## config.mk

```make
export PLATFORM = sky130hd
export DESIGN_NAME = ste_phase
export DESIGN_NICKNAME = d
export VERILOG_FILES = /design/src/hdl/ste_pkg.sv /design/src/hdl/ste_phase.sv
export SDC_FILE = /design/constraint.sdc
export NUM_CORES = 1
export LEC_CHECK = 0
export ABC_AREA = 0
export BUFFER_PORTS_ARGS = -buffer_cell sky130_fd_sc_hd__buf_2
export CORE_ASPECT_RATIO = 1.4
export CORE_MARGIN = 5
export CORE_UTILIZATION = 30
export CTS_CLUSTER_DIAMETER = 150
export CTS_CLUSTER_SIZE = 20
export DETAILED_ROUTE_END_ITERATION = 12
export PLACE_DENSITY = 0.53
export SKIP_CTS_REPAIR_TIMING = 1
export SLEW_MARGIN = 10
export SYNTH_ARGS = -nofsm -noshare
export SYNTH_HDL_FRONTEND = slang
export SYNTH_SLANG_ARGS = --single-unit
```

## constraint.sdc

```tcl
create_clock -name clk -period 3.25 [get_ports clk]
set_input_delay 0.325 -clock clk [delete_from_list [all_inputs] [get_ports clk]]
set_output_delay 0.325 -clock clk [all_outputs]
set_load 0.05 [all_outputs]
```

## src/hdl/ste_pkg.sv

```systemverilog
`timescale 1ns / 1ps
// ----------------------------------------------------------------------------
// ste_pkg
// Shared constants and types for the sine tone generator.
// ----------------------------------------------------------------------------
package ste_pkg;

	localparam int unsigned SAMPLE_RATE_DEF = 44100;
	localparam int unsigned SAMPLE_BITS_DEF = 16;

	localparam int unsigned IDX_W    = 26;
	localparam int unsigned FREQ_W   = 16;
	localparam int unsigned SECS_W   = 10;
	localparam int unsigned SAMPLE_W = 16;
	localparam int unsigned ADDR_W   = 3;
	localparam int unsigned DATA_W   = 32;

	localparam logic REG_TONE_FREQUENCY = 1'b0;
	localparam logic REG_TONE_SECONDS   = 1'b1;

	localparam logic [FREQ_W-1:0] FREQ_RESET = 16'd440;
	localparam logic [SECS_W-1:0] SECS_RESET = 10'd1;

	typedef struct packed {
		logic valid;
		logic neg;
		logic last;
	} ste_tag_t;

endpackage

```

## src/hdl/ste_phase.sv

```systemverilog
`timescale 1ns / 1ps
// ----------------------------------------------------------------------------
// ste_phase
// Phase remainder and sample index state; folds the phase into a quarter
// wave and registers the table index for stage one.
// ----------------------------------------------------------------------------
module ste_phase import ste_pkg::*; #(
	parameter int unsigned SAMPLE_RATE = SAMPLE_RATE_DEF
) (
	input  logic                             clk,
	input  logic                             arst_n,
	input  logic                             accept,
	input  logic                             restart,
	input  logic                             en,
	input  logic [$clog2(SAMPLE_RATE)-1:0]   step,
	input  logic [IDX_W-1:0]                 total,
	output logic [$clog2(SAMPLE_RATE+1)-1:0] m_s1,
	output ste_tag_t                         tag_s1
);

	localparam int unsigned PW = $clog2(SAMPLE_RATE);
	localparam int unsigned MW = $clog2(SAMPLE_RATE + 1);
	localparam int unsigned QW = PW + 2;

	localparam logic [QW-1:0] N1 = QW'(SAMPLE_RATE);
	localparam logic [QW-1:0] N2 = QW'(2 * SAMPLE_RATE);
	localparam logic [QW-1:0] N3 = QW'(3 * SAMPLE_RATE);
	localparam logic [QW-1:0] N4 = QW'(4 * SAMPLE_RATE);

	logic [PW-1:0]    phase_q;
	logic [IDX_W-1:0] index_q;
	logic             done_q;

	logic [PW-1:0]    ph0;
	logic [IDX_W-1:0] ix0;
	logic             dn0;
	logic             produce;
	logic             last;
	logic [QW-1:0]    q;
	logic [QW-1:0]    m_full;
	logic             neg;
	logic [PW:0]      psum;
	logic [PW-1:0]    ph_nxt;

	assign ph0 = restart ? '0 : phase_q;
	assign ix0 = restart ? '0 : index_q;
	assign dn0 = restart ? 1'b0 : done_q;

	assign produce = !dn0 && (ix0 < total);
	assign last    = (ix0 == total - IDX_W'(1));

	assign q = {ph0, 2'b00};

	always_comb begin
		if (q <= N1) begin
			m_full = q;
			neg    = 1'b0;
		end else if (q <= N2) begin
			m_full = N2 - q;
			neg    = 1'b0;
		end else if (q <= N3) begin
			m_full = q - N2;
			neg    = 1'b1;
		end else begin
			m_full = N4 - q;
			neg    = 1'b1;
		end
	end

	assign psum   = {1'b0, ph0} + {1'b0, step};
	assign ph_nxt = (psum >= (PW+1)'(SAMPLE_RATE)) ?
		PW'(psum - (PW+1)'(SAMPLE_RATE)) : psum[PW-1:0];

	always_ff @(posedge clk or negedge arst_n) begin
		if (!arst_n) begin
			phase_q <= '0;
			index_q <= '0;
			done_q  <= 1'b0;
		end else if (accept) begin
			if (produce) begin
				phase_q <= ph_nxt;
				index_q <= ix0 + IDX_W'(1);
				done_q  <= last;
			end else begin
				phase_q <= ph0;
				index_q <= ix0;
				done_q  <= 1'b1;
			end
		end
	end

	always_ff @(posedge clk or negedge arst_n) begin
		if (!arst_n) begin
			tag_s1 <= '0;
		end else if (en) begin
			tag_s1.valid <= accept & produce;
			tag_s1.neg   <= neg;
			tag_s1.last  <= last;
		end
	end

	always_ff @(posedge clk) begin
		if (en)
			m_s1 <= m_full[MW-1:0];
	end

endmodule

```

==> results.md, run 1 <==
* Status: finished, violations left
* Failing checks: negative setup slack
* Period utilization at 1.03
* Crit path largest cell delay at 550 ps
* Sequential share of the synthesized area at 0.222
* DIE HEIGHT at 192 µm
* DIE WIDTH at 140 µm
* Reg-to-reg startpoint: phase_q[0]
* EDFF count, synth at 14
* Netlist Area Pre-Place at 7080 µm²
* Min Hold Slack at 36.8 ps
* Reg2Reg Depth at 15
* Row count at 66
* Post-route minimum period at 3350 ps
* Critical Path Stages at 15
* Fin area at 9910 µm²
* Gpl congestion at 0.939
* Skew final at 9.32 ps
* Synth Register Bits at 60
* Fraction of layout cells with a size suffix above 1 at 0.332
* Final hold violation count at 0
* Worst r2r dst: phase_q[3]
* Clock latency at the later pin of the worst-skew pair at 330 ps
* CP Capture Point: phase_q[3]
* Synth Flop Type: dfrtp_1
* P per Cell Area at 649 nW/µm²
* CTS Sinks at 60
* Ys Warns at 0
* Synth Area per Inst at 7.79 µm²
* Setup Crit Path Kind: flip-flop to flip-flop
* Async S/R FF share, synth at 0.767
* CP cell instances: nor2b_4 -> ha_4 -> ha_4 -> a21oi_4 -> a2111oi_4 -> o22a_4 -> buf_4 -> xnor2_2 -> and3_4 -> a21oi_1 -> or4_4 -> a21oi_4 -> buf_6 -> a21oi_2 -> a311o_1
* F_max at 0.298 GHz
* Via Count at 7579
* Leak at 4.39 nW
* Die area at 26800 µm²
* Setup ws final at -104 ps
* Routed vias/inst at 5.18
* Vias in the first global route at 7648
* Maximum vdd drop at 328 µV
* Post-route DRC at 0
* Distinct cells, synth at 96
* Crit Path Max Fanout at 8
* Final setup vio count at 6
* Setup TNS at -325 ps
* Non-Filler Instances at 1464
* Critical Path Sink Type: flip-flop
* CP Launch Type: flip-flop
* # fillers at 2426
* Final ANT Viol Nets at 0
* Sum of buffers and inverters on the critical path at 2
* HPWL Detailed at 20000 µm
* Min-Delay Path Class: input port to async pin
* Initial antenna violation count at 0
* Diodes inserted at 0
* Relative slew slack at 0.530
* Total GRT Usage at 0.178
* Fin. max-slew vios at 0
* CP Data Arrival Time at 3560 ps
* Clk slew on worst S/H paths at 60 ps
* Placed Area at 9310 µm²
* R2r setup slk at -100 ps
* Layout overhead on the synthesized area at 39.9%
* First-pass GRT wire length at 38700 µm
* Core Footprint at 23300 µm²
* Cells after Synth at 909
* Unrepaired setup endpoints after global routing: true
* # IOs at 66
* CTS tree: yes
* Clock buffer depth at 2
* IO buf count at 63
* CTS Root Cell: clkbuf_16
* Fin nets at 1244
* Crit path from: phase_q[0]
* Critical path's slowest cell: or4_4
* H-Tree Depth at 3
* Worst-margin pin slew at 705 ps
* CP delay by family, top: compound AO/OA/AOI/OAI gates
* Largest net degree at the start of global routing at 27
* Pre-antenna DRT Iters at 5
* Initial Util at 0.304
* Iter 0 DRT Violations at 404
* Worst Path Required at 3450 ps
* Routed wire per std cell at 16.6 µm
* TritonCTS Buffers at 9
* Post-Place Cells at 1441
* Overall routed net length at 24300 µm
* Gr ovfl total at 0
* Max Cap Viol at 0
layout by cell type (no fill, tap or decap), types with 25 or more instances in the layout:
cell type,netlist,routed
nor2_1,67,65
nand3_1,30,29
dfrtp_1,46,43
ha_1,44,40
nand2_1,99,98
buf_4,7,215
nor2b_1,40,36
a21oi_1,43,40
nor3_1,33,25
buf_2,24,63
xnor2_1,59,55
inv_1,43,43
o21ai_0,42,42
xor2_1,31,30
worst reg2reg max path, delay by kind of cell (launching register included):
kind / cells / cell delay (ps)
compound gates: 7 / 1210
xor+xnor: 1 / 130
flops: 1 / 340
fa+ha+maj: 2 / 340
simple gates: 3 / 930
buf+inv: 2 / 270
cells by family (layout without fill, tap and decap cells):
logic type / count (synthesis) / in the layout / share of synthesized area
XOR/XNOR: 94 / 94 / 0.122
adder cells (fa/ha/maj): 45 / 45 / 0.0792
flip-flops: 60 / 60 / 0.222
other: 1 / 2 / 0.000530
AND/OR/NAND/NOR: 366 / 366 / 0.264
buffers and inverters: 99 / 347 / 0.0638
AO/OA/AOI/OAI: 242 / 242 / 0.246
multiplexers: 2 / 2 / 0.00300
layout make-up:
class / count / area [µm²] / area share
flip-flops and latches: 60 / 1580 / 0.159
inverters: 45 / 169 / 0.0171
repair buffers: 286 / 2070 / 0.209
clock inverters: 4 / 25.0 / 0.00253
well taps: 306 / 383 / 0.0387
multi-input cells: 751 / 5430 / 0.548
clock buffers: 12 / 256 / 0.0259
per-stage QoR:
stage	utilization	power, mW	setup slack, ps
floorplan	-	3.50	-969
global placement	0.400	5.22	-432
detailed placement	0.400	5.21	-438
CTS	0.412	6.15	-174
global route	0.425	6.87	-203
finish	0.425	6.43	-104
cells in the mapped netlist (10+ instances only):
| library cell | instances | area share |
|---|---|---|
| xnor2_1 | 59 | 0.073 |
| clkbuf_1 | 17 | 0.0090 |
| nand3_1 | 30 | 0.021 |
| a31oi_1 | 15 | 0.013 |
| o21ai_0 | 42 | 0.030 |
| inv_1 | 43 | 0.023 |
| xor2_1 | 31 | 0.038 |
| o22ai_1 | 10 | 0.0088 |
| a21oi_1 | 43 | 0.030 |
| nor2_1 | 67 | 0.036 |
| buf_2 | 24 | 0.017 |
| dfrtp_1 | 46 | 0.16 |
| nor4_1 | 12 | 0.011 |
| and2_1 | 13 | 0.011 |
| o211ai_1 | 16 | 0.017 |
| and3_1 | 12 | 0.011 |
| edfxtp_1 | 14 | 0.059 |
| ha_1 | 44 | 0.078 |
| nor2b_1 | 40 | 0.035 |
| nand2_1 | 99 | 0.052 |
| a211oi_1 | 14 | 0.015 |
| nor3_1 | 33 | 0.023 |
| a21o_1 | 12 | 0.013 |
| nand4_1 | 19 | 0.017 |
per-layer routing:
metal  global-route usage  vias to the layer above  wire length [µm]
li1                     -                     3805                 -
met1                0.199                     3557              9910
met2                0.345                      167             12900
met3               0.0189                       50               712
met4               0.0623                        0               800
met5                    0                        -                 0
sequential cells by signal, indices dropped and copies added (netlist names):
signal   cells
index_q     26
done_q       1
tag_s1       3
m_s1        14
phase_q     16
power breakdown:
group | switching, mW | internal, mW | total, mW
combinational | 2.35 | 2.00 | 4.35
clock | 0.359 | 0.555 | 0.915
sequential | 0.179 | 0.979 | 1.16
worst min path at each step:
stage	from	endpoint	slack, ps	depth (start not counted)
5_1_grt	arst_n	phase_q[1]	90	1
3_3_place_gp	arst_n	phase_q[1]	410	1
2_1_floorplan	arst_n	done_q	30	0
3_5_place_dp	arst_n	phase_q[1]	410	1
4_1_cts	arst_n	phase_q[1]	60	1
6_report	arst_n	phase_q[1]	40	1
Note: power is estimated with default switching activity, not from simulation.
==> run 2, diff against run 1 <==
--- a/config.mk
+++ b/config.mk
@@ -5,7 +5,7 @@
 export SDC_FILE = /design/constraint.sdc
 export NUM_CORES = 1
 export LEC_CHECK = 0
-export ABC_AREA = 0
+export ABC_AREA = 1
 export BUFFER_PORTS_ARGS = -buffer_cell sky130_fd_sc_hd__buf_2
 export CORE_ASPECT_RATIO = 1.4
 export CORE_MARGIN = 5
==> results.md, run 2 <==
* Status: finished clean (was finished, violations left)
* Leak at 4.32 nW (was 4.39 nW)
* # IOs at 66 (unchanged)
* CTS Sinks at 60 (unchanged)
* Period utilization at 0.888 (was 1.03)
* DIE HEIGHT at 192 µm (about the same)
* Clock latency at the later pin of the worst-skew pair at 330 ps (about the same)
* Synth Register Bits at 60 (unchanged)
* First-pass GRT wire length at 36000 µm (was 38700 µm)
* Fin. max-slew vios at 0 (unchanged)
* Synth top cells by count: nand2_1, inv_1, nor2_1 (was nand2_1, nor2_1, xnor2_1)
* # fillers at 2611 (was 2426)
* Final hold violation count at 0 (unchanged)
* Cells after Synth at 1129 (was 909)
* CP cell instances: inv_1 -> nor2_1 -> ha_1 -> nand2_1 -> nor2_2 -> nand3_1 -> nand3_1 -> nand2_1 -> nand2_1 -> nor2_2 -> nand2_1 -> nand2_2 -> nand2_4 -> nand3_4 -> nand2_1 -> nand3_1 -> nand2_1 -> o21ai_1 (was nor2b_4 -> ha_4 -> ha_4 -> a21oi_4 -> a2111oi_4 -> o22a_4 -> buf_4 -> xnor2_2 -> and3_4 -> a21oi_1 -> or4_4 -> a21oi_4 -> buf_6 -> a21oi_2 -> a311o_1)
* F_max at 0.347 GHz (was 0.298 GHz)
* Initial Util at 0.306 (was 0.304)
* Sequential share of the synthesized area at 0.221 (was 0.222)
* Vias in the first global route at 7245 (was 7648)
* Core Footprint at 23300 µm² (unchanged)
* Row count at 66 (unchanged)
* Ys Warns at 0 (unchanged)
* Reg2Reg Depth at 18 (was 15)
* Cell with the most instances after synthesis: nand2_1 (unchanged)
* Commonest non-fill, non-tap cell in the layout: nand2_1 (was buf_4)
* EDFF count, synth at 14 (unchanged)
* Area leader, netlist: dfrtp_1 (unchanged)
* H-Tree Depth at 3 (unchanged)
* Register name with the most flops: index_q (unchanged)
* Setup ws final at 365 ps (was -104 ps)
* Post-Place Cells at 1519 (was 1441)
* Netlist Area Pre-Place at 7120 µm² (was 7080 µm²)
* Async S/R FF share, synth at 0.767 (unchanged)
* HPWL Detailed at 18500 µm (was 20000 µm)
* Maximum vdd drop at 248 µV (was 328 µV)
* Distinct cells, synth at 48 (was 96)
* Final setup vio count at 0 (was 6)
* Gr ovfl total at 0 (unchanged)
* Unrepaired setup endpoints after global routing: false (was true)
* CP Data Arrival Time at 3100 ps (was 3560 ps)
* Critical path's slowest cell: ha_1 (was or4_4)
* Largest net degree at the start of global routing at 32 (was 27)
* Area share of the largest cell type after synthesis at 0.162 (was 0.163)
* Clock buffer depth at 2 (unchanged)
* Fraction of layout cells with a size suffix above 1 at 0.152 (was 0.332)
* Setup TNS at 0 ps (was -325 ps)
* Total GRT Usage at 0.165 (was 0.178)
* Overall routed net length at 22200 µm (was 24300 µm)
* Largest register FFs at 26 (unchanged)
* Routed vias/inst at 4.80 (was 5.18)
* Largest regs: index_q: 26 flops, phase_q: 16 flops, m_s1: 14 flops (unchanged)
* Gpl congestion at 0.910 (was 0.939)
* Crit path largest cell delay at 400 ps (was 550 ps)
* Most frequent cells in the layout: nand2_1, inv_1, nor2_1 (was buf_4, nand2_1, nor2_1)
* Fin nets at 1315 (was 1244)
* Worst r2r dst: phase_q[5] (was phase_q[3])
* Routed wire per std cell at 14.4 µm (was 16.6 µm)
* Total chip power at 5.18 mW (was 6.43 mW)
* Crit Path Max Fanout at 14 (was 8)
* Most common cell on crit path: nand2_1
* Diodes inserted at 0 (unchanged)
* Relative slew slack at 0.466 (was 0.530)
* TritonCTS Buffers at 9 (unchanged)
* CTS tree: yes (unchanged)
* Placement Setup Slack at 172 ps (was -438 ps)
* Clk slew on worst S/H paths at 50 ps (was 60 ps)
* Worst Path Required at 3460 ps (was 3450 ps)
* Post-route DRC at 0 (unchanged)
* CTS Root Cell: clkbuf_16 (unchanged)
* Worst-margin pin slew at 800 ps (was 705 ps)
* Sum of buffers and inverters on the critical path at 1 (was 2)
* CP delay by family, top: simple AND/OR/NAND/NOR gates (was compound AO/OA/AOI/OAI gates)
* Final ANT Viol Nets at 0 (unchanged)
* Max Cap Viol at 0 (unchanged)
* IO buf count at 63 (unchanged)
* P per Cell Area at 620 nW/µm² (was 649 nW/µm²)
* Iter 0 DRT Violations at 370 (was 404)
* Die area at 27000 µm² (was 26800 µm²)
* Post-route minimum period at 2880 ps (was 3350 ps)
* Layout overhead on the synthesized area at 17.3% (was 39.9%)
* Synth Area per Inst at 6.30 µm² (was 7.79 µm²)
* DIE WIDTH at 140 µm (about the same)
* Synth area leaders: dfrtp_1, nand2_1, xor2_1 (was dfrtp_1, ha_1, xnor2_1)
* Via Count at 7365 (was 7579)
* Setup Crit Path Kind: flip-flop to flip-flop (unchanged)
* Non-Filler Instances at 1535 (was 1464)
* Skew final at 7.88 ps (was 9.32 ps)
* Initial antenna violation count at 0 (unchanged)
* CP Launch Type: flip-flop (unchanged)
* R2r setup slk at 370 ps (was -100 ps)
* Critical Path Sink Type: flip-flop (unchanged)
* Pre-antenna DRT Iters at 5 (unchanged)
* Reg-to-reg startpoint: phase_q[10] (was phase_q[0])
* Synth Flop Type: dfrtp_1 (unchanged)
* Min-Delay Path Class: input port to async pin (unchanged)
-- run 2: worst max-delay path by stage --
stage                start     endpoint  slack (ps)  cells after the start
6_report       phase_q[10]   phase_q[5]         370                     18
3_5_place_dp       restart   phase_q[5]         170                     26
4_1_cts        phase_q[10]  phase_q[11]         400                     17
2_1_floorplan      restart  index_q[18]         350                     16
3_3_place_gp       restart   phase_q[4]         200                     16
5_1_grt         phase_q[0]   phase_q[5]          50                     22
-- run 2: worst reg2reg max path, stage by stage (launching register included) --
cell and delay (ps):
dfrtp_1 370, inv_1 150, nor2_1 110, ha_1 400
nand2_1 130, nor2_2 250, nand3_1 250, nand3_1 150
nand2_1 60, nand2_1 110, nor2_2 70, nand2_1 80
nand2_2 70, nand2_4 110, nand3_4 170, nand2_1 100
nand3_1 70, nand2_1 70, o21ai_1 60
-- run 2: cells by family after synthesis --
group / count (synthesis) / share of synthesized area
simple gates: 610 / 0.384
buf+inv: 199 / 0.112
compound gates: 136 / 0.107
xor+xnor: 78 / 0.0960
flops: 60 / 0.221
fa+ha+maj: 44 / 0.0773
other cells: 1 / 0.000527
mux: 1 / 0.00158
-- run 2: where the power goes --
part           internal (mW)  total, mW  switching (mW)
Clock                  0.612      0.967           0.355
Combinational           1.02       3.09            2.07
Sequential             0.990       1.12           0.134
Total                   2.62       5.18            2.56
-- run 2: through the flow --
step	instance area [µm²]	util	hold slack, ps
floorplan	7120	-	29.4
global placement	8050	0.345	433
detailed placement	8050	0.345	434
CTS	8350	0.358	80.2
global route	8350	0.359	113
finish	8350	0.359	52.7
-- run 2: final cells by class --
cell class,count,area (µm²),share of cell area
timing repair buffer,106,676,0.0809
tap,306,383,0.0458
clock buffer,10,239,0.0286
multi-input combinational,871,4750,0.569
inverter,176,663,0.0794
sequential,60,1570,0.188
clock inverter,6,63.8,0.00764
-- run 2: per-layer routing --
layer | GRT usage | vias up | wire, µm
met4 | 0.0701 | 0 | 777
met1 | 0.181 | 3296 | 8800
met2 | 0.320 | 171 | 11700
met3 | 0.0159 | 47 | 876
li1 | - | 3851 | -
met5 | 0 | - | 0
