`config.mk`:
```
export PLATFORM = sky130hd
export DESIGN_NAME = ste_regs
export DESIGN_NICKNAME = d
export VERILOG_FILES = /design/src/hdl/ste_pkg.sv /design/src/hdl/ste_regs.sv
export SDC_FILE = /design/constraint.sdc
export NUM_CORES = 1
export LEC_CHECK = 0
export ABC_AREA = 1
export BUFFER_PORTS_ARGS = -buffer_cell sky130_fd_sc_hd__buf_2
export CORE_ASPECT_RATIO = 1.1
export CORE_MARGIN = 5
export CORE_UTILIZATION = 61
export DETAILED_ROUTE_END_ITERATION = 10
export PLACE_DENSITY = 0.88
export SYNTH_ARGS = -nofsm -noshare
export SYNTH_HDL_FRONTEND = slang
export SYNTH_SLANG_ARGS = --single-unit
```
`constraint.sdc`:
```
create_clock -name clk -period 2.2 [get_ports clk]
set_input_delay 0.44 -clock clk [delete_from_list [all_inputs] [get_ports clk]]
set_output_delay 0.44 -clock clk [all_outputs]
set_load 0.005 [all_outputs]
```
`src/hdl/ste_pkg.sv`:
```
`timescale 1ns / 1ps
// ----------------------------------------------------------------------------
// ste_pkg
// Shared constants and types for the sine tone generator.
// ----------------------------------------------------------------------------
package ste_pkg;

	localparam int unsigned SAMPLE_RATE_DEF = 44100;
	localparam int unsigned SAMPLE_BITS_DEF = 16;

	localparam int unsigned IDX_W    = 26;
	localparam int unsigned FREQ_W   = 16;
	localparam int unsigned SECS_W   = 10;
	localparam int unsigned SAMPLE_W = 16;
	localparam int unsigned ADDR_W   = 3;
	localparam int unsigned DATA_W   = 32;

	localparam logic REG_TONE_FREQUENCY = 1'b0;
	localparam logic REG_TONE_SECONDS   = 1'b1;

	localparam logic [FREQ_W-1:0] FREQ_RESET = 16'd440;
	localparam logic [SECS_W-1:0] SECS_RESET = 10'd1;

	typedef struct packed {
		logic valid;
		logic neg;
		logic last;
	} ste_tag_t;

endpackage

```
`src/hdl/ste_regs.sv`:
```
`timescale 1ns / 1ps
// ----------------------------------------------------------------------------
// ste_regs
// APB register file: tone frequency and duration, with the derived phase
// step and total sample count kept alongside.
// ----------------------------------------------------------------------------
module ste_regs import ste_pkg::*; #(
	parameter int unsigned SAMPLE_RATE = SAMPLE_RATE_DEF
) (
	input  logic                           clk,
	input  logic                           arst_n,
	input  logic                           psel,
	input  logic                           penable,
	input  logic                           pwrite,
	input  logic [ADDR_W-1:0]              paddr,
	input  logic [DATA_W-1:0]              pwdata,
	output logic [DATA_W-1:0]              prdata,
	output logic                           pready,
	output logic [$clog2(SAMPLE_RATE)-1:0] step,
	output logic [IDX_W-1:0]               total
);

	localparam int unsigned PW   = $clog2(SAMPLE_RATE);
	localparam int unsigned QMAX = ((1 << FREQ_W) - 1) / SAMPLE_RATE;
	localparam int unsigned QW   = $clog2(QMAX + 1);
	localparam int unsigned RW   = FREQ_W + 4;

	localparam logic [PW-1:0]    STEP_RESET  = PW'(FREQ_RESET % SAMPLE_RATE);
	localparam logic [IDX_W-1:0] TOTAL_RESET = IDX_W'(SECS_RESET * SAMPLE_RATE);

	logic [FREQ_W-1:0] freq_q;
	logic [SECS_W-1:0] secs_q;
	logic [PW-1:0]     step_q;
	logic [IDX_W-1:0]  total_q;

	logic              wr;
	logic [FREQ_W-1:0] wfreq;
	logic [SECS_W-1:0] wsecs;
	logic [QW-1:0]     quot;
	logic [RW-1:0]     rem;
	logic [IDX_W-1:0]  total_nxt;

	assign wr    = psel & penable & pwrite;
	assign wfreq = pwdata[FREQ_W-1:0];
	assign wsecs = pwdata[SECS_W-1:0];

	// quotient by parallel compares against multiples of the rate
	always_comb begin
		quot = '0;
		for (int k = 1; k <= int'(QMAX); k++) begin
			if (RW'(wfreq) >= RW'(k * SAMPLE_RATE))
				quot = QW'(k);
		end
		rem = RW'(wfreq) - RW'(quot) * RW'(SAMPLE_RATE);
	end

	assign total_nxt = IDX_W'(wsecs) * IDX_W'(SAMPLE_RATE);

	always_ff @(posedge clk or negedge arst_n) begin
		if (!arst_n) begin
			freq_q  <= FREQ_RESET;
			secs_q  <= SECS_RESET;
			step_q  <= STEP_RESET;
			total_q <= TOTAL_RESET;
		end else if (wr) begin
			unique case (paddr[2])
				REG_TONE_FREQUENCY: begin
					freq_q <= wfreq;
					step_q <= rem[PW-1:0];
				end
				REG_TONE_SECONDS: begin
					secs_q  <= wsecs;
					total_q <= total_nxt;
				end
			endcase
		end
	end

	always_comb begin
		prdata = '0;
		unique case (paddr[2])
			REG_TONE_FREQUENCY: prdata = DATA_W'(freq_q);
			REG_TONE_SECONDS:   prdata = DATA_W'(secs_q);
		endcase
	end

	assign pready = 1'b1;
	assign step   = step_q;
	assign total  = total_q;

endmodule

```
==> results of run 1 <==
cells by family (layout without fill, tap and decap cells):
group,after synthesis,after routing
flip-flops,60,60
AND/OR/NAND/NOR,330,330
buffers and inverters,147,329
adder cells (fa/ha/maj),99,99
AO/OA/AOI/OAI,73,73
other,2,19
XOR/XNOR,7,7
power by group:
part           internal, mW  total [mW]  switching, mW
Clock                 0.543        1.13          0.589
Sequential             1.46        1.68          0.224
Combinational          2.49        5.88           3.39
registers in the layout, indices dropped and copies added, names as in the netlist:
name / count
total: 20
secs_q: 10
step: 14
freq_q: 16
critical path: stages:
cell and delay (ns):
buf_8 0.12, buf_12 0.14, ha_4 0.16, ha_1 0.33, inv_1 0.10, fa_1 0.60
inv_2 0.06, fa_2 0.61, ha_4 0.24, ha_4 0.28, nand2_1 0.11, nand2_2 0.08
a21oi_2 0.14, nor2_1 0.06, nor2_1 0.13, nand2_1 0.12, nand2_1 0.12, nand3_1 0.15
nand2_1 0.11
layout make-up:
type / instances / share of cell area
timing repair buffer: 203 / 0.188
tap: 114 / 0.0170
inverter: 110 / 0.0531
clock inverter: 7 / 0.00984
sequential: 60 / 0.181
clock buffer: 9 / 0.0148
multi-input combinational: 528 / 0.536
stage by stage:
step | power, mW | TNS [ns] | setup WS (ns) | util | hold WS, ns
detailed placement | 5.25 | -28.14 | -1.69 | 0.783 | 0.456
global placement | 5.08 | -26.14 | -1.60 | 0.783 | 0.449
floorplan | 3.96 | -14.51 | -1.29 | - | 0.144
finish | 8.69 | -22.14 | -1.59 | 0.956 | 0.100
global route | 8.91 | -23.91 | -1.67 | 0.956 | 0.131
CTS | 6.91 | -14.77 | -1.18 | 0.882 | 0.109
routing by layer:
metal,GRT usage,share of wire
met5,0,0
met1,0.401,0.30
met2,0.647,0.45
met4,0.242,0.12
met3,0.0768,0.13
what timing repair did:
item / 4_1_cts / 5_1_grt
setup buffers: 21 / 17
pin swaps: 56 / 64
gates resized for setup: 120 / 120
endpoints found under the setup margin: 25 / 28
how the worst min path moves through the flow:
stage,to,slack (ns)
2_1_floorplan,freq_q[0],0.14
3_3_place_gp,total[6],0.45
3_5_place_dp,total[6],0.46
4_1_cts,secs_q[3],0.11
5_1_grt,secs_q[3],0.13
6_report,secs_q[3],0.1
cell usage in the layout (no fill, tap or decap), types with 3 or more instances in the layout:
master / Yosys / routed
nand2_1: 202 / 156
ha_1: 78 / 33
nor2_1: 48 / 29
nand2_2: 2 / 30
nand2_4: 0 / 17
inv_1: 105 / 80
inv_6: 0 / 4
nor3_2: 0 / 3
fa_2: 0 / 4
o21ai_1: 8 / 10
nand3b_1: 5 / 5
buf_4: 25 / 93
o21ai_2: 1 / 4
nand3_2: 2 / 14
nor2_2: 4 / 11
buf_8: 0 / 5
clkinvlp_4: 0 / 4
dfrtp_1: 44 / 44
inv_4: 0 / 3
fa_1: 21 / 17
buf_6: 2 / 28
ha_2: 0 / 4
dfstp_2: 16 / 16
conb_1: 2 / 19
inv_2: 5 / 23
or2_1: 3 / 3
a21oi_2: 1 / 7
ha_4: 0 / 41
a21oi_1: 24 / 12
o21ai_0: 34 / 28
nand4_1: 4 / 4
nand3_4: 0 / 6
a21oi_4: 0 / 6
clkbuf_8: 0 / 9
nor2_4: 2 / 14
nand3_1: 52 / 34
buf_12: 0 / 7
buf_2: 9 / 70
==> flow_metrics.env, run 1 <==
export IMPL_drc=69
export IMPL_post_place_cells=980
export IMPL_synthXorXnorAreaFrac=0.0113
export IMPL_synthTopCellsByArea="dfrtp_1 (20%), ha_1 (18%), nand2_1 (14%), dfstp_2 (7.7%), fa_1 (7.7%)"
export IMPL_critPathLaunchType="primary input"
export IMPL_finalCritPeriodShare=1.72
export IMPL_synth_cell_types=32
export IMPL_final_hold_viol_count=0
export IMPL_antenna_found_initial=0
export IMPL_final_cells=1031
export IMPL_antenna_left=0
export IMPL_row_count=36
export IMPL_path_clk_slew_ns=0.09
export IMPL_synth_top_area_share=0.203
export IMPL_critical_path_class="primary input to flop"
export IMPL_fp_dieH_um=109
export IMPL_dieArea_um2=10900
export IMPL_tightest_slew_ns=0.827
export IMPL_netlist_instances=718
export IMPL_synth_warnings=0
export IMPL_cts_buffers=9
export IMPL_initial_utilization=0.618
export IMPL_grt_ovfl_total=0
export IMPL_final_max_slew_violation_count=0
export IMPL_htree_levels=3
export IMPL_arrival_ns=4.10
export IMPL_fin_ws_ns=-1.59
export IMPL_min_period_ns=3.79
export IMPL_ctsHoldBuffers=0
export IMPL_r2r_slack_ns=1.33
export IMPL_yosysTopAreaCell="dfrtp_1"
export IMPL_cp_endpoint="total[23]"
export IMPL_seqCellArea_um2=1520
export IMPL_synth_compound_area_frac=0.0700
export IMPL_drive_above_1_share=0.475
export IMPL_tritoncts="built"
export IMPL_avgSynthCellArea_um2=7.56
export IMPL_hold_path_class="primary input to asynchronous set/reset pin"
export IMPL_path_max_fanout=4
export IMPL_grt_max_degree=44
export IMPL_leakage_nw=4.20
export IMPL_powerDensity_nw_per_um2=1040
export IMPL_crit_start="pwdata[4]"
export IMPL_drt_iter0_markers=981
export IMPL_status="finished with violations"
export IMPL_max_slew_margin=0.449
export IMPL_diodes=0
export IMPL_nNetsFinal=1051
export IMPL_wirelength_um=28200
export IMPL_synth_main_ff_cell="dfrtp_1"
export IMPL_synth_common_cells="nand2_1 (202), inv_1 (105), ha_1 (78), nand3_1 (52), nor2_1 (48)"
export IMPL_drt_pass1_iterations=11
export IMPL_gp_congestion=0.882
export IMPL_synth_edf_count=0
export IMPL_setup_viol=28
export IMPL_cts_buffer_depth=2
export IMPL_hpwl_um=11600
export IMPL_core_area_um2=8780
export IMPL_place_area_um2=6880
export IMPL_required_ns=2.51
export IMPL_synth_seq_cells=60
export IMPL_clkSinkCount=60
export IMPL_cap_viol_max_count=0
export IMPL_grt_pass1_wl_um=31100
export IMPL_grtUsageTotal=0.369
export IMPL_synth_most_common_cell="nand2_1"
export IMPL_synthSimpleGateAreaFrac=0.256
export IMPL_r2r_end="total[15]"
export IMPL_syn_to_final_growth_pct=54.6
export IMPL_postSynth_asyncResetShare=1.00
export IMPL_rr_startpoint="total[15]"
export IMPL_multi_input_area_um2=4500
export IMPL_vias_per_cell=6.96
export IMPL_via_count=7174
export IMPL_grt_pass1_vias=6133
export IMPL_port_buffers=77
export IMPL_netlist_area_um2=5430
export IMPL_stdcell_area_um2=8390
export IMPL_fillers=218
export IMPL_synthAdderAreaFrac=0.257
export IMPL_fmax_mhz=264
export IMPL_clock_skew_ns=0
export IMPL_synth_top_family_by_area="adder cells"
export IMPL_clockRootBuffer="clkbuf_8"
export IMPL_rsz0062_at_grt="yes"
export IMPL_ys_seq_area_frac=0.280
export IMPL_endpoint_kind="flop"
export IMPL_rr_worst_depth=2
export IMPL_max_vdd_ir_drop_v=0.00106
export IMPL_io_pins=115
export IMPL_detail_route_wl_per_cell_um=27.4
export IMPL_die_w_um=100
export IMPL_failed_checks="design-rule violations, negative setup slack"
export IMPL_muxShareOfSynthArea=0
export IMPL_clkLatencyLatePin_ns=0.37
Power figures use the tool's default switching activity.
==> inputs of run 2 (changes only) <==
Settings changed: SKIP_LAST_GASP from default to 1.
==> run 2 against run 1 <==
The flow finishes with violations (negative setup slack). Flip-flop and latch count unchanged. Clock skew stayed put. First-iteration DRC count fell by 14%. Power down 6.7%. Global-route usage shrank 1.2 points. Die area is the same. Wire length fell by 6.4%. Critical path depth down 1. Maximum frequency decreased by 0.73%. Via count fell by 5.0%. Core utilization down 3.1 points.
==> flow_metrics.env, run 2 (synthesis gave the netlist of run 1 again) <==
export IMPL_status="finished with violations"
export IMPL_failed_checks="negative setup slack"
export IMPL_switching_share=0.468
export IMPL_tritoncts="built"
export IMPL_path_depth=18
export IMPL_setup_viol=28
export IMPL_cts_buffer_depth=2
export IMPL_pwr_share_seq=0.204
export IMPL_hold_path_class="primary input to asynchronous set/reset pin"
export IMPL_core_area_um2=8780
export IMPL_initial_utilization=0.618
export IMPL_leakage_nw=4.16
export IMPL_largest_register_ffs=20
export IMPL_dieArea_um2=10900
export IMPL_syn_to_final_growth_pct=49.5
export IMPL_fmax_mhz=262
export IMPL_crit_family="adder cells"
export IMPL_detail_route_wl_per_cell_um=25.7
export IMPL_cap_viol_max_count=0
export IMPL_mostFrequentLayoutCell="nand2_1"
export IMPL_nNetsFinal=1051
export IMPL_rsz0062_at_grt="yes"
export IMPL_grt_max_degree=44
export IMPL_max_slew_margin=0.467
export IMPL_endpoint_kind="flop"
export IMPL_antenna_found_initial=1
export IMPL_path_clk_slew_ns=0.09
export IMPL_grt_ovfl_total=0
export IMPL_grt_pass1_wl_um=30200
export IMPL_comb_power_share=0.656
export IMPL_row_count=36
export IMPL_r2r_slack_ns=1.27
export IMPL_port_buffers=77
export IMPL_antenna_left=0
export IMPL_pwr_share_clk=0.140
export IMPL_io_pins=115
export IMPL_crit_chain="buf_12 -> buf_12 -> ha_4 -> ha_1 -> inv_1 -> fa_1 -> inv_2 -> fa_2 -> ha_4 -> ha_4 -> nand2_1 -> nand2_1 -> a21oi_2 -> nor2_1 -> nor2_1 -> nand3b_1 -> nand3_1 -> nand2_1"
export IMPL_fillers=314
export IMPL_critPathLaunchType="primary input"
export IMPL_final_max_slew_violation_count=0
export IMPL_clkSinkCount=60
export IMPL_final_cell_mix="nand2_1 (163), buf_4 (107), inv_1 (82)"
export IMPL_p_int_mw=4.31
export IMPL_drc=0
export IMPL_crit_start="pwdata[4]"
export IMPL_required_ns=2.47
export IMPL_powerDensity_nw_per_um2=998
export IMPL_critPathSlowestCell="fa_2"
export IMPL_path_max_fanout=4
export IMPL_slowest_delay_ns=0.61
export IMPL_ctsHoldBuffers=0
export IMPL_drt_iter0_markers=841
export IMPL_wirelength_um=26400
export IMPL_dp_slack_ns=-1.69
export IMPL_hpwl_um=11600
export IMPL_min_period_ns=3.82
export IMPL_cp_endpoint="total[23]"
export IMPL_path_buf_inv=4
export IMPL_gp_congestion=0.882
export IMPL_hold_slack_ns=0.0895
export IMPL_max_vdd_ir_drop_v=0.000873
export IMPL_drive_above_1_share=0.442
export IMPL_htree_levels=3
export IMPL_finalCritPeriodShare=1.74
export IMPL_clock_skew_ns=0
export IMPL_cts_buffers=9
export IMPL_final_util=0.924
export IMPL_final_hold_viol_count=0
export IMPL_diodes=0
export IMPL_die_w_um=100
export IMPL_clockRootBuffer="clkbuf_8"
export IMPL_grt_pass1_vias=6058
export IMPL_switchingPower_mw=3.79
export IMPL_rr_worst_depth=2
export IMPL_r2r_end="secs_q[7]"
export IMPL_via_count=6817
export IMPL_clkLatencyLatePin_ns=0.38
export IMPL_arrival_ns=4.09
export IMPL_fin_ws_ns=-1.62
export IMPL_drt_pass1_iterations=6
export IMPL_fp_dieH_um=109
export IMPL_tightest_slew_ns=0.799
export IMPL_critical_path_class="primary input to flop"
export IMPL_rr_startpoint="secs_q[7]"
export IMPL_grtUsageTotal=0.357
export IMPL_power_mw=8.11
export IMPL_vias_per_cell=6.61
==> run 2: changes by cell type in the layout (fill, tap and decap cells not counted), moves of 3 or more <==
cell	change
buf_4	+14
buf_6	-9
buf_8	-3
ha_1	+4
ha_4	-3
nand2_1	+7
nand2_2	-6
nand3_1	+5
nand3_2	-3
nor2_1	+4
nor2_4	-4
==> run 2: worst min path at each step <==
stage / to / from / slack (ns) / cells after the start
after CTS: secs_q[3] / arst_n / 0.11 / 1
after global routing: secs_q[3] / arst_n / 0.12 / 1
after floorplan: freq_q[0] / arst_n / 0.14 / 0
final: secs_q[3] / arst_n / 0.09 / 1
after detailed placement: total[6] / total[6] / 0.46 / 2
after global placement: total[6] / total[6] / 0.45 / 2
==> run 2: per-layer routing <==
layer / vias up / global-route usage / wire [um]
met2: 802 / 0.629 / 11800
li1: 2618 / - / -
met4: 0 / 0.209 / 3150
met3: 329 / 0.0845 / 3380
met5: - / 0 / 0
met1: 3068 / 0.390 / 8150
==> run 2: power groups by stage <==
stage	Sequential [mW]	Combinational, mW	Clock, mW
floorplan	1.63	2.33	0
global placement	1.61	3.46	0
detailed placement	1.62	3.63	0
CTS	1.61	4.16	1.10
global route	1.68	5.57	1.19
finish	1.65	5.32	1.14
==> run 2: worst reg2reg max path: cells and delay by family (launching register included) <==
| kind | cells | cell delay [ns] |
|---|---|---|
| simple gates | 1 | 0.15 |
| flops | 1 | 0.43 |
| compound gates | 1 | 0.17 |
==> run 2: timing repair <==
| item | CTS | global route |
|---|---|---|
| buffers inserted | 21 | 16 |
| endpoints found under the setup margin | 25 | 28 |
| pin swaps | 55 | 52 |
| resized for setup | 109 | 77 |
==> run 2: cell type report <==
class                   count  area, um2  share of cell area
clock buffers               9        124              0.0153
inverters                 110        450              0.0555
flip-flops and latches     60       1520               0.187
clock inverters             7       82.6              0.0102
repair buffers            203       1500               0.184
well taps                 114        143              0.0176
multi-input cells         528       4300               0.530
==> run 2: per-stage QoR <==
step	cells	area [um2]	TNS [ns]
4_1_cts	1017	7710	-14.97
3_3_place_gp	980	6880	-26.14
6_report	1031	8120	-23.62
2_1_floorplan	735	5900	-14.51
5_1_grt	1031	8120	-24.54
3_5_place_dp	980	6880	-28.14
==> inputs of run 3 (changes only) <==
--- a/constraint.sdc
+++ b/constraint.sdc
@@ -3,2 +3,2 @@
 set_output_delay 0.44 -clock clk [all_outputs]
-set_load 0.005 [all_outputs]
+set_load 0.02 [all_outputs]
==> run 3 against run 2 <==
The run still ends with negative setup slack left. Final cell count shrank 1.2%. Wire length is 11% lower. Combinational power is 2% higher. Critical endpoint is now total[17]. Largest cell class unchanged.
==> flow_metrics.env, run 3 (synthesis gave the netlist of run 1 again) <==
export IMPL_status="finished with violations"
export IMPL_failed_checks="negative setup slack"
export IMPL_diodes=0
export IMPL_setup_tns_ns=-18.35
export IMPL_endpoint_kind="flop"
export IMPL_drt_pass1_iterations=8
export IMPL_min_period_ns=3.66
export IMPL_switchingPower_mw=3.90
export IMPL_clockRootBuffer="clkbuf_8"
export IMPL_crit_family="adder cells"
export IMPL_mostFrequentLayoutCell="nand2_1"
export IMPL_drc=0
export IMPL_detail_route_wl_per_cell_um=23.2
export IMPL_io_pins=115
export IMPL_leakage_nw=4.10
export IMPL_switching_share=0.465
export IMPL_finalCritPeriodShare=1.66
export IMPL_pwr_share_clk=0.156
export IMPL_gp_congestion=0.897
export IMPL_cts_buffer_depth=2
export IMPL_path_buf_inv=5
export IMPL_clock_skew_ns=0
export IMPL_port_buffers=77
export IMPL_slowest_delay_ns=0.56
export IMPL_final_hold_viol_count=0
export IMPL_comb_power_share=0.647
export IMPL_rr_startpoint="freq_q[4]"
export IMPL_largest_register_ffs=20
export IMPL_powerDensity_nw_per_um2=1040
export IMPL_pwr_share_seq=0.196
export IMPL_antenna_left=0
export IMPL_initial_utilization=0.618
export IMPL_rr_worst_depth=2
export IMPL_rsz0062_at_grt="yes"
export IMPL_clkLatencyLatePin_ns=0.36
export IMPL_fillers=318
export IMPL_die_w_um=100
export IMPL_antenna_found_initial=0
export IMPL_vias_per_cell=6.31
export IMPL_cp_common_cell="ha_4"
export IMPL_ctsHoldBuffers=0
export IMPL_dieArea_um2=10900
export IMPL_clkSinkCount=60
export IMPL_setup_viol=26
export IMPL_final_max_slew_violation_count=0
export IMPL_tritoncts="built"
export IMPL_path_clk_slew_ns=0.09
export IMPL_crit_start="pwdata[4]"
export IMPL_arrival_ns=3.87
export IMPL_r2r_end="freq_q[4]"
export IMPL_core_area_um2=8780
export IMPL_grtUsageTotal=0.349
export IMPL_cap_viol_max_count=0
export IMPL_max_slew_margin=0.487
export IMPL_fp_dieH_um=109
export IMPL_fmax_mhz=273
export IMPL_hpwl_um=12000
export IMPL_syn_to_final_growth_pct=49.0
export IMPL_crit_chain="buf_8 -> inv_6 -> ha_4 -> ha_4 -> inv_2 -> fa_1 -> fa_1 -> inv_2 -> fa_2 -> ha_4 -> nand2_4 -> inv_4 -> a21oi_4 -> nand3_4 -> or2_1 -> nand3_1 -> nand2_1"
export IMPL_nNetsFinal=1039
export IMPL_htree_levels=3
export IMPL_p_int_mw=4.48
export IMPL_critical_path_class="primary input to flop"
export IMPL_row_count=36
export IMPL_grt_pass1_wl_um=29600
export IMPL_power_mw=8.38
export IMPL_path_max_fanout=5
export IMPL_fin_ws_ns=-1.46
export IMPL_required_ns=2.41
export IMPL_cts_buffers=9
export IMPL_final_cell_mix="nand2_1 (162), buf_4 (96), inv_1 (82)"
export IMPL_r2r_slack_ns=1.26
export IMPL_max_vdd_ir_drop_v=0.000982
export IMPL_tightest_slew_ns=0.768
export IMPL_grt_ovfl_total=0
export IMPL_via_count=6430
export IMPL_hold_path_class="primary input to asynchronous set/reset pin"
export IMPL_critPathLaunchType="primary input"
export IMPL_wirelength_um=23600
export IMPL_drt_iter0_markers=559
export IMPL_critPathSlowestCell="fa_2"
export IMPL_grt_pass1_vias=6097
export IMPL_grt_max_degree=44
export IMPL_drive_above_1_share=0.446
## run 3: timing repair
item | in CTS | in global routing
buffers inserted | 9 | 15
resized for setup | 100 | 87
pin swaps | 56 | 66
endpoints found under the setup margin | 27 | 27
## run 3: stage by stage
stage               setup slack, ns  instance area [um2]  cells  utilization  hold slack [ns]
floorplan                     -1.29                 5900    735            -            0.144
global placement              -1.60                 6890    983        0.784            0.391
detailed placement            -1.76                 6890    983        0.784            0.402
CTS                           -1.21                 7610   1008        0.867           0.0272
global route                  -1.51                 8090   1019        0.921           0.0519
finish                        -1.46                 8090   1019        0.921           0.0117
## run 3: layout make-up
class / instances / area [um2] / area share
clock buffers: 9 / 124 / 0.0153
clock inverters: 7 / 124 / 0.0153
inverters: 110 / 450 / 0.0557
multi-input cells: 528 / 4350 / 0.537
flip-flops and latches: 60 / 1520 / 0.188
well taps: 114 / 143 / 0.0176
repair buffers: 191 / 1380 / 0.171
## run 3: worst reg2reg max path: stages (launching register included)
cell     delay, ns
dfstp_2       0.55
nand2_1       0.09
o21ai_0       0.18
## run 3: worst max-delay path by stage
stage	end	slack (ns)	cells after the start
after floorplan	total[16]	-1.29	16
after global placement	total[16]	-1.60	17
after detailed placement	total[24]	-1.76	19
after CTS	total[16]	-1.21	17
after global routing	total[17]	-1.51	17
final	total[17]	-1.46	17
## run 3: routing by layer
metal / track usage / routed length [um] / vias up
met3: 0.0653 / 2280 / 231
met1: 0.376 / 7800 / 3026
met5: 0 / 0 / -
met2: 0.634 / 11100 / 573
li1: - / - / 2600
met4: 0.206 / 2430 / 0
## run 3: power by group through the flow
stage	registers [mW]	logic, mW	clock network, mW
after global placement	1.61	3.81	0
after detailed placement	1.62	4.01	0
after global routing	1.67	5.72	1.34
after floorplan	1.88	2.43	0
after CTS	1.61	4.46	1.28
final	1.65	5.43	1.31
